## config.mk

```make
export PLATFORM = sky130hd
export DESIGN_NAME = checked_record_deframer
export DESIGN_NICKNAME = d
export VERILOG_FILES = /design/src/hw/rtl/crd_pkg.sv /design/src/hw/rtl/crd_queue.sv /design/src/hw/rtl/crd_back.sv /design/src/hw/rtl/checked_record_deframer.sv
export SDC_FILE = /design/constraint.sdc
export NUM_CORES = 1
export LEC_CHECK = 0
export ABC_AREA = 1
export BUFFER_PORTS_ARGS = -buffer_cell sky130_fd_sc_hd__buf_2
export CORE_ASPECT_RATIO = 1.2
export CORE_MARGIN = 8
export CORE_UTILIZATION = 45
export CTS_BUF_LIST = sky130_fd_sc_hd__clkbuf_4
export DETAILED_ROUTE_END_ITERATION = 7
export SYNTH_ARGS = -nofsm -noshare
export SYNTH_HDL_FRONTEND = slang
export SYNTH_HIERARCHICAL = 1
export SYNTH_SLANG_ARGS = --single-unit
```

## constraint.sdc

```tcl
create_clock -name clk -period 25.5 [get_ports clk]
set_input_delay 1.275 -clock clk [delete_from_list [all_inputs] [get_ports clk]]
set_output_delay 1.275 -clock clk [all_outputs]
set_load 0.03 [all_outputs]
```

## src/hw/rtl/crd_pkg.sv

```systemverilog
// Shared types and constants for the checked record deframer.
package crd_pkg;

	localparam logic [31:0] JOURNAL_MAGIC   = 32'h4a4e4c31;
	localparam logic [31:0] RECORD_MAGIC    = 32'h52454331;
	localparam logic [63:0] FNV_BASIS       = 64'hcbf29ce484222325;
	localparam logic [31:0] PAYLOAD_BYTES   = 32'd71;
	localparam logic [15:0] VERSION_RESET   = 16'd1;
	localparam int          QUEUE_DEPTH_DEF = 4;

	localparam logic [2:0] ST_OK           = 3'd0;
	localparam logic [2:0] ST_HDR_SHORT    = 3'd1;
	localparam logic [2:0] ST_HDR_BAD      = 3'd2;
	localparam logic [2:0] ST_REC_SHORT    = 3'd3;
	localparam logic [2:0] ST_MAGIC_BAD    = 3'd4;
	localparam logic [2:0] ST_PAYLOAD_SHORT = 3'd5;
	localparam logic [2:0] ST_CHECKSUM_BAD = 3'd6;
	localparam logic [2:0] ST_LENGTH_BAD   = 3'd7;

	typedef enum logic {
		KIND_BYTE = 1'b0,
		KIND_END  = 1'b1
	} kind_t;

	typedef struct packed {
		logic       command;
		logic [7:0] data_byte;
	} in_word_t;

	typedef struct packed {
		logic [7:0] out_byte;
		logic       byte_valid;
		logic       record_done;
		logic       stream_done;
		logic [2:0] status;
	} out_word_t;

	typedef struct packed {
		kind_t      kind;
		logic [7:0] data;
	} entry_t;

	typedef struct packed {
		logic   valid;
		entry_t entry;
	} q_head_t;

	typedef struct packed {
		logic        we;
		logic [15:0] data;
	} cfg_wr_t;

endpackage

```

## src/hw/rtl/crd_queue.sv

```systemverilog
// Front end: accepts input words, classifies them and queues them for the back end.
module crd_queue #(
	parameter int DEPTH = crd_pkg::QUEUE_DEPTH_DEF
) (
	input  logic              clk,
	input  logic              arst_n,
	input  logic              in_valid,
	output logic              in_stall,
	input  crd_pkg::in_word_t in_word,
	output crd_pkg::q_head_t  head,
	input  logic              pop
);
	import crd_pkg::*;

	localparam int PTR_W = $clog2(DEPTH);
	localparam int CNT_W = $clog2(DEPTH + 1);

	entry_t             mem_q [DEPTH];
	logic [PTR_W-1:0]   wr_ptr_q;
	logic [PTR_W-1:0]   rd_ptr_q;
	logic [CNT_W-1:0]   count_q;
	logic               push;
	logic               do_pop;
	entry_t             new_entry;

	assign in_stall = (count_q == CNT_W'(DEPTH));
	assign push     = in_valid && !in_stall;
	assign do_pop   = pop && (count_q != '0);

	always_comb begin
		if (in_word.command) begin
			new_entry.kind = KIND_END;
			new_entry.data = 8'd0;
		end else begin
			new_entry.kind = KIND_BYTE;
			new_entry.data = in_word.data_byte;
		end
	end

	assign head.valid = (count_q != '0);
	assign head.entry = mem_q[rd_ptr_q];

	always_ff @(posedge clk or negedge arst_n) begin
		if (!arst_n) begin
			wr_ptr_q <= '0;
			rd_ptr_q <= '0;
			count_q  <= '0;
		end else begin
			if (push) begin
				wr_ptr_q <= (wr_ptr_q == PTR_W'(DEPTH - 1)) ? '0 : wr_ptr_q + 1'b1;
			end
			if (do_pop) begin
				rd_ptr_q <= (rd_ptr_q == PTR_W'(DEPTH - 1)) ? '0 : rd_ptr_q + 1'b1;
			end
			if (push && !do_pop) begin
				count_q <= count_q + 1'b1;
			end else if (!push && do_pop) begin
				count_q <= count_q - 1'b1;
			end
		end
	end

	always_ff @(posedge clk) begin
		if (push) begin
			mem_q[wr_ptr_q] <= new_entry;
		end
	end

endmodule

```

## src/hw/rtl/crd_back.sv

```systemverilog
// Back end: header and record parsing, FNV-1a 64 hash, status and output register.
module crd_back (
	input  logic               clk,
	input  logic               arst_n,
	input  crd_pkg::q_head_t   head,
	output logic               pop,
	input  crd_pkg::cfg_wr_t   cfg_wr,
	output logic               out_valid,
	input  logic               out_stall,
	output crd_pkg::out_word_t out_word
);
	import crd_pkg::*;

	typedef enum logic [4:0] {
		PH_HEADER  = 5'b00001,
		PH_RECHDR  = 5'b00010,
		PH_PAYLOAD = 5'b00100,
		PH_HALTED  = 5'b01000,
		PH_ENDED   = 5'b10000
	} phase_t;

	// h * 0x100000001b3 as shifts and adds
	function automatic logic [63:0] fnv_step(input logic [63:0] h, input logic [7:0] b);
		logic [63:0] x;
		x = h ^ {56'd0, b};
		return (x << 40) + (x << 8) + (x << 7) + (x << 5) + (x << 4) + (x << 1) + x;
	endfunction

	phase_t      phase_q, phase_d;
	logic [3:0]  cnt_q, cnt_d;
	logic [2:0]  err_q, err_d;
	logic [15:0] version_q;
	logic [47:0] shift_q, shift_d;
	logic [31:0] len_q, len_d;
	logic [63:0] csum_q, csum_d;
	logic [63:0] hash_q, hash_d, hash_step;
	logic [31:0] left_q, left_d;
	logic        advance;
	logic        has_res;
	out_word_t   res;
	out_word_t   out_q;
	logic        out_valid_q;
	logic [2:0]  rec_st;
	logic [7:0]  b;

	assign advance   = !out_valid_q || !out_stall;
	assign pop       = head.valid && advance;
	assign b         = head.entry.data;
	assign hash_step = fnv_step(hash_q, b);

	always_comb begin
		phase_d = phase_q;
		cnt_d   = cnt_q;
		err_d   = err_q;
		shift_d = shift_q;
		len_d   = len_q;
		csum_d  = csum_q;
		hash_d  = hash_q;
		left_d  = left_q;
		res     = '0;
		has_res = 1'b0;
		rec_st  = ST_OK;
		if (head.entry.kind == KIND_END) begin
			unique case (phase_q)
				PH_HEADER:  rec_st = ST_HDR_SHORT;
				PH_RECHDR:  rec_st = (cnt_q < 4'd4) ? ST_OK : ST_REC_SHORT;
				PH_PAYLOAD: rec_st = ST_PAYLOAD_SHORT;
				PH_HALTED, PH_ENDED: rec_st = err_q;
				default:    rec_st = err_q;
			endcase
			err_d           = rec_st;
			phase_d         = PH_ENDED;
			has_res         = 1'b1;
			res.stream_done = 1'b1;
			res.status      = rec_st;
		end else begin
			unique case (phase_q)
				PH_HEADER: begin
					shift_d = {b, shift_q[47:8]};
					cnt_d   = cnt_q + 4'd1;
					if (cnt_q == 4'd5) begin
						cnt_d = 4'd0;
						if (shift_d[31:0] != JOURNAL_MAGIC || shift_d[47:32] != version_q) begin
							phase_d         = PH_HALTED;
							err_d           = ST_HDR_BAD;
							has_res         = 1'b1;
							res.record_done = 1'b1;
							res.status      = ST_HDR_BAD;
						end else begin
							phase_d = PH_RECHDR;
						end
					end
				end
				PH_RECHDR: begin
					if (cnt_q[3]) begin
						csum_d = {b, csum_q[63:8]};
					end else if (cnt_q[2]) begin
						len_d = {b, len_q[31:8]};
					end else begin
						shift_d = {b, shift_q[47:8]};
					end
					cnt_d = cnt_q + 4'd1;
					if (cnt_q == 4'd15) begin
						cnt_d = 4'd0;
						if (shift_q[47:16] != RECORD_MAGIC) begin
							phase_d         = PH_HALTED;
							err_d           = ST_MAGIC_BAD;
							has_res         = 1'b1;
							res.record_done = 1'b1;
							res.status      = ST_MAGIC_BAD;
						end else begin
							hash_d = FNV_BASIS;
							left_d = len_q;
							if (len_q == 32'd0) begin
								if (csum_d != FNV_BASIS) begin
									rec_st = ST_CHECKSUM_BAD;
								end else if (len_q != PAYLOAD_BYTES) begin
									rec_st = ST_LENGTH_BAD;
								end
								if (rec_st != ST_OK) begin
									phase_d = PH_HALTED;
									err_d   = rec_st;
								end
								has_res         = 1'b1;
								res.record_done = 1'b1;
								res.status      = rec_st;
							end else begin
								phase_d = PH_PAYLOAD;
							end
						end
					end
				end
				PH_PAYLOAD: begin
					hash_d         = hash_step;
					left_d         = left_q - 32'd1;
					has_res        = 1'b1;
					res.out_byte   = b;
					res.byte_valid = 1'b1;
					if (left_q == 32'd1) begin
						if (hash_step != csum_q) begin
							rec_st = ST_CHECKSUM_BAD;
						end else if (len_q != PAYLOAD_BYTES) begin
							rec_st = ST_LENGTH_BAD;
						end
						if (rec_st != ST_OK) begin
							phase_d = PH_HALTED;
							err_d   = rec_st;
						end else begin
							phase_d = PH_RECHDR;
							cnt_d   = 4'd0;
						end
						res.record_done = 1'b1;
						res.status      = rec_st;
					end
				end
				PH_HALTED, PH_ENDED: begin
				end
				default: begin
				end
			endcase
		end
	end

	always_ff @(posedge clk or negedge arst_n) begin
		if (!arst_n) begin
			phase_q     <= PH_HEADER;
			cnt_q       <= 4'd0;
			err_q       <= ST_OK;
			version_q   <= VERSION_RESET;
			out_valid_q <= 1'b0;
		end else begin
			if (cfg_wr.we) begin
				version_q <= cfg_wr.data;
			end
			if (pop) begin
				phase_q <= phase_d;
				cnt_q   <= cnt_d;
				err_q   <= err_d;
			end
			if (advance) begin
				out_valid_q <= pop && has_res;
			end
		end
	end

	always_ff @(posedge clk) begin
		if (pop) begin
			shift_q <= shift_d;
			len_q   <= len_d;
			csum_q  <= csum_d;
			hash_q  <= hash_d;
			left_q  <= left_d;
		end
		if (advance) begin
			out_q <= res;
		end
	end

	assign out_valid = out_valid_q;
	assign out_word  = out_q;

endmodule

```

## src/hw/rtl/checked_record_deframer.sv

```systemverilog
// Top level of the checked record deframer: input queue, parser back end, config port.
// A result passes from the queue memory through the back end's output register after its input word is accepted.
// Throughput: one word per cycle while the output is not stalled; the hash step and status compare in
//   the back end are combinational, so the back end retires one queued word per cycle unless out_stall holds a result.
// Reset (arst_n low, asynchronous): queue empty, header phase, no output pending,
//   protocol_version back to 1.
module checked_record_deframer #(
	parameter int QUEUE_DEPTH = crd_pkg::QUEUE_DEPTH_DEF
) (
	input  logic               clk,
	input  logic               arst_n,
	input  logic               in_valid,
	output logic               in_stall,
	input  crd_pkg::in_word_t  in_word,
	output logic               out_valid,
	input  logic               out_stall,
	output crd_pkg::out_word_t out_word,
	input  logic               cfg_valid,
	output logic               cfg_ready,
	input  logic [15:0]        cfg_data
);
	import crd_pkg::*;

	q_head_t head;
	logic    pop;
	cfg_wr_t cfg_wr;

	assign cfg_ready   = 1'b1;
	assign cfg_wr.we   = cfg_valid && cfg_ready;
	assign cfg_wr.data = cfg_data;

	crd_queue #(
		.DEPTH(QUEUE_DEPTH)
	) u_queue (
		.clk     (clk),
		.arst_n  (arst_n),
		.in_valid(in_valid),
		.in_stall(in_stall),
		.in_word (in_word),
		.head    (head),
		.pop     (pop)
	);

	crd_back u_back (
		.clk      (clk),
		.arst_n   (arst_n),
		.head     (head),
		.pop      (pop),
		.cfg_wr   (cfg_wr),
		.out_valid(out_valid),
		.out_stall(out_stall),
		.out_word (out_word)
	);

	a_idle_byte_zero: assert property (@(posedge clk) disable iff (!arst_n)
		out_valid && !out_word.byte_valid |-> out_word.out_byte == 8'd0)
		else $error("out_byte set without byte_valid");

	a_status_needs_done: assert property (@(posedge clk) disable iff (!arst_n)
		out_valid && !out_word.record_done && !out_word.stream_done |-> out_word.status == ST_OK)
		else $error("status set without a done flag");

	a_stream_end_alone: assert property (@(posedge clk) disable iff (!arst_n)
		out_valid && out_word.stream_done |-> !out_word.byte_valid && !out_word.record_done)
		else $error("stream_done mixed with record output");

	a_pop_has_data: assert property (@(posedge clk) disable iff (!arst_n)
		pop |-> head.valid)
		else $error("pop from empty queue");

endmodule
```

==> results_dict.tcl <==
set metrics [dict create \
    rsz0062_at_grt "no" \
    die_x_um 247.9 \
    cpMostUsedCell "nand2_1" \
    grt_overflow_total 0 \
    reg2reg_depth 33 \
    pin_count 47 \
    yosysWarningCount 6 \
    cts_resized 0 \
    slew_headroom_pct 31.97 \
    timing.rr.start "u_queue/rd_ptr_q[1]$_DFFE_PN0P_" \
    cp.required_ns 26.18 \
    slew_viol_final 0 \
    grt_pass1_wl_mm 135.0 \
    min_from "u_back/shift_q[35]$_DFFE_PP_" \
    start_kind "flip-flop" \
    synth_enable_flop_cells 282 \
    grt_max_degree 85 \
    worstPathArrival_ns 8.21 \
    drive_above_1_share_pct 8.292 \
    crit_fanout 12 \
    syn_nets 4106 \
    cpPeakStageDelay_ns 0.71 \
    netlist_instances 3710 \
    port_buffers 45 \
    row_count 102 \
    dr.pass1.iters 5 \
    initial_core_util_pct 45.25 \
    grt_pass1_vias 24080 \
    num_vias 23400 \
    synth-seq-cells 318 \
    status "completed" \
    hold_viol 0 \
    r2r-end "u_back/out_word[0]$_DFFE_PN_" \
    worst_slew_pin_slew_ns 1.020 \
    holdWs_ns 0.4513 \
    postCtsSetupBuffers 0 \
    async_flop_share_pct 11.32 \
    hold_path_class "flip-flop to flip-flop" \
    cts-root-buf "clkbuf_4" \
    skew_ns 0.07140 \
    whs_endpoint "u_back/shift_q[27]$_DFFE_PP_" \
    avgViaCountPerCell 4.971 \
    cts-hold-fix-buffers 0 \
    drv_cap 0 \
    cts_htree_levels 3 \
    drtAntennaViolNets 0 \
    cts_buffers 81 \
    yosys.area.top_type "edfxtp_1" \
    routed_wl_mm 86.56 \
    coreArea_um2 64190 \
    routabilityCongestion 1.019 \
    drt_iter0_drc 1517 \
    antenna_found_initial 2 \
    end_kind "flip-flop" \
    synth_cell_type_count 64 \
    rrSetupSlack_ns 17.97 \
    die_h_um 294.3 \
    cts_sinks 318 \
    clock_latency_ns 0.84 \
    clk_pin_slew_ns 0.07 \
    track_usage_pct 24.29 \
    drc 0 \
    synth.avg_cell_area_um2 7.829 \
    clock_path_buffers 3 \
    synth_top_area_share_pct 29.15 \
    whs_path_depth 0 \
    wire_per_inst_um 18.39 \
    hpwl_mm 71.62 \
    die-area_um2 72970 \
    min_period_ns 7.529 \
    tns_ns 0 \
    setup_viol 0 \
    startpoint "u_queue/rd_ptr_q[1]$_DFFE_PN0P_" \
    yosys-top-cells-area "edfxtp_1 29%, fa_1 17%, nand2_1 14%, inv_1 12%, ha_1 5.2%" \
    min_period_over_period_pct 29.53 \
    syn2layout_area_growth_pct 7.586 \
    slowest_stage "xnor2_1" \
    ys_seq_area_share_pct 32.26 \
    synth-main-ff-cell "edfxtp_1" \
    cts_tree "built" \
    crit_type "flip-flop to flip-flop" \
    syn_area_um2 29050 \
    fin_nets 4205 \
    nFillCells 6462 \
    max_freq_ghz 0.1328 \
]
[layout make-up]
class | instances | area, um^2 | share of cell area, %
Timing Repair Buffer | 56 | 307.8 | 0.9849
Clock inverter | 36 | 191.4 | 0.6126
Clock buffer | 109 | 818.3 | 2.619
Antenna cell | 4 | 10.01 | 0.03203
Sequential cell | 318 | 9375 | 30.00
Multi-Input combinational cell | 2407 | 15960 | 51.07
Inverter | 945 | 3547 | 11.35
Tap cell | 832 | 1041 | 3.331
[through the flow]
stage                     setup slack (ns)  util [%]  std cells  cell area [um^2]
final                                17.97     48.68       4707             31250
after global routing                 17.42     48.68       4706             31250
after global placement               18.09     47.09       4558             30230
after detailed placement             18.04     47.09       4558             30230
after floorplan                      7.544         -       3710             29050
after CTS                            17.98     48.66       4703             31240
[flip-flops by register name, summed over array words and instances (netlist names)]
register	count
u_back/cnt_q	4
u_back/csum_q	64
u_back/err_q	3
u_back/hash_q	64
u_back/left_q	32
u_back/len_q	32
u_back/out_valid	1
u_back/out_word	14
u_back/phase_q	5
u_back/shift_q	40
u_back/version_q	16
u_queue/count_q	3
u_queue/mem_q	36
u_queue/rd_ptr_q	2
u_queue/wr_ptr_q	2
[worst max path at each step]
stage	to	slack, ns	cells after the start
2_1_floorplan	u_back/hash_q[0]$_SDFFCE_PN1P_	7.54	5
3_3_place_gp	u_back/err_q[0]$_DFFE_PN0P_	18.09	32
3_5_place_dp	u_back/out_word[1]$_DFFE_PN_	18.04	32
4_1_cts	u_back/err_q[0]$_DFFE_PN0P_	17.98	32
5_1_grt	u_back/err_q[1]$_DFFE_PN0P_	17.42	37
6_report	u_back/out_word[0]$_DFFE_PN_	17.97	33
[critical path, delay by kind of cell, from the launching register on]
| kind | cells | cell delay [ns] |
|---|---|---|
| flops | 1 | 0.62 |
| buf+inv | 6 | 1.07 |
| xor+xnor | 1 | 0.71 |
| simple gates | 18 | 2.46 |
| compound gates | 2 | 0.34 |
| fa+ha+maj | 6 | 2.15 |
[metal layers]
layer / share of wire (%) / GRT usage, % / up-vias
li1: - / - / 11630
met1: 40 / 28.89 / 10960
met2: 50 / 42.36 / 623
met3: 4.2 / 2.973 / 182
met4: 5.8 / 13.24 / 0
met5: 0 / 0 / -
[cells in the final DEF, fill, tap and decap left out, types with 28 or more instances in the layout]
master,netlist,layout
a21oi_1,54,54
nor4_1,38,37
nand4_1,60,60
xor2_1,32,32
nand2_1,1070,1070
dfrtp_1,34,33
nand3_1,178,178
inv_1,913,912
ha_1,120,120
edfxtp_1,282,282
fa_1,246,246
nor2_1,264,263
clkbuf_4,0,109
buf_2,11,45
nand2_2,28,28
o21ai_0,111,111
inv_2,26,29
[kinds of logic after synthesis]
group,Yosys count,share of synthesized area [%]
adder cells (fa/ha/maj),366,22.12
AO/OA/AOI/OAI,220,4.476
flip-flops,318,32.26
AND/OR/NAND/NOR,1759,26.07
multiplexers,1,0.03877
other,1,0.01291
XOR/XNOR,60,2.102
buffers and inverters,985,12.91
[synth_stat cells, types with 2 or more instances]
cell / number
o21bai_1: 11
nand4_1: 60
nor3_2: 3
nor4b_1: 2
o21ai_1: 4
xnor3_1: 4
o211ai_1: 10
nor2_2: 20
o211ai_2: 10
dfstp_2: 2
and3_1: 4
buf_1: 4
clkinv_1: 6
ha_1: 120
a21o_1: 3
buf_2: 11
nand4_2: 2
nor4_1: 38
a21oi_1: 54
xor2_1: 32
xnor2_1: 22
o21a_1: 4
nand3_1: 178
nand3_2: 10
nor2_1: 264
edfxtp_1: 282
o21ai_0: 111
nor2_4: 3
nor3_1: 22
fa_1: 246
nand3b_1: 16
nand2_1: 1070
inv_1: 913
inv_2: 26
or4_1: 4
nor4_2: 3
a2bb2oi_1: 5
dfrtp_1: 34
or2_2: 19
nand2_2: 28
xor3_1: 2
clkbuf_1: 21
and2_1: 6
Power is not shown: default switching activity piles up to over one toggle a cycle in this logic, so the estimate is an artifact.
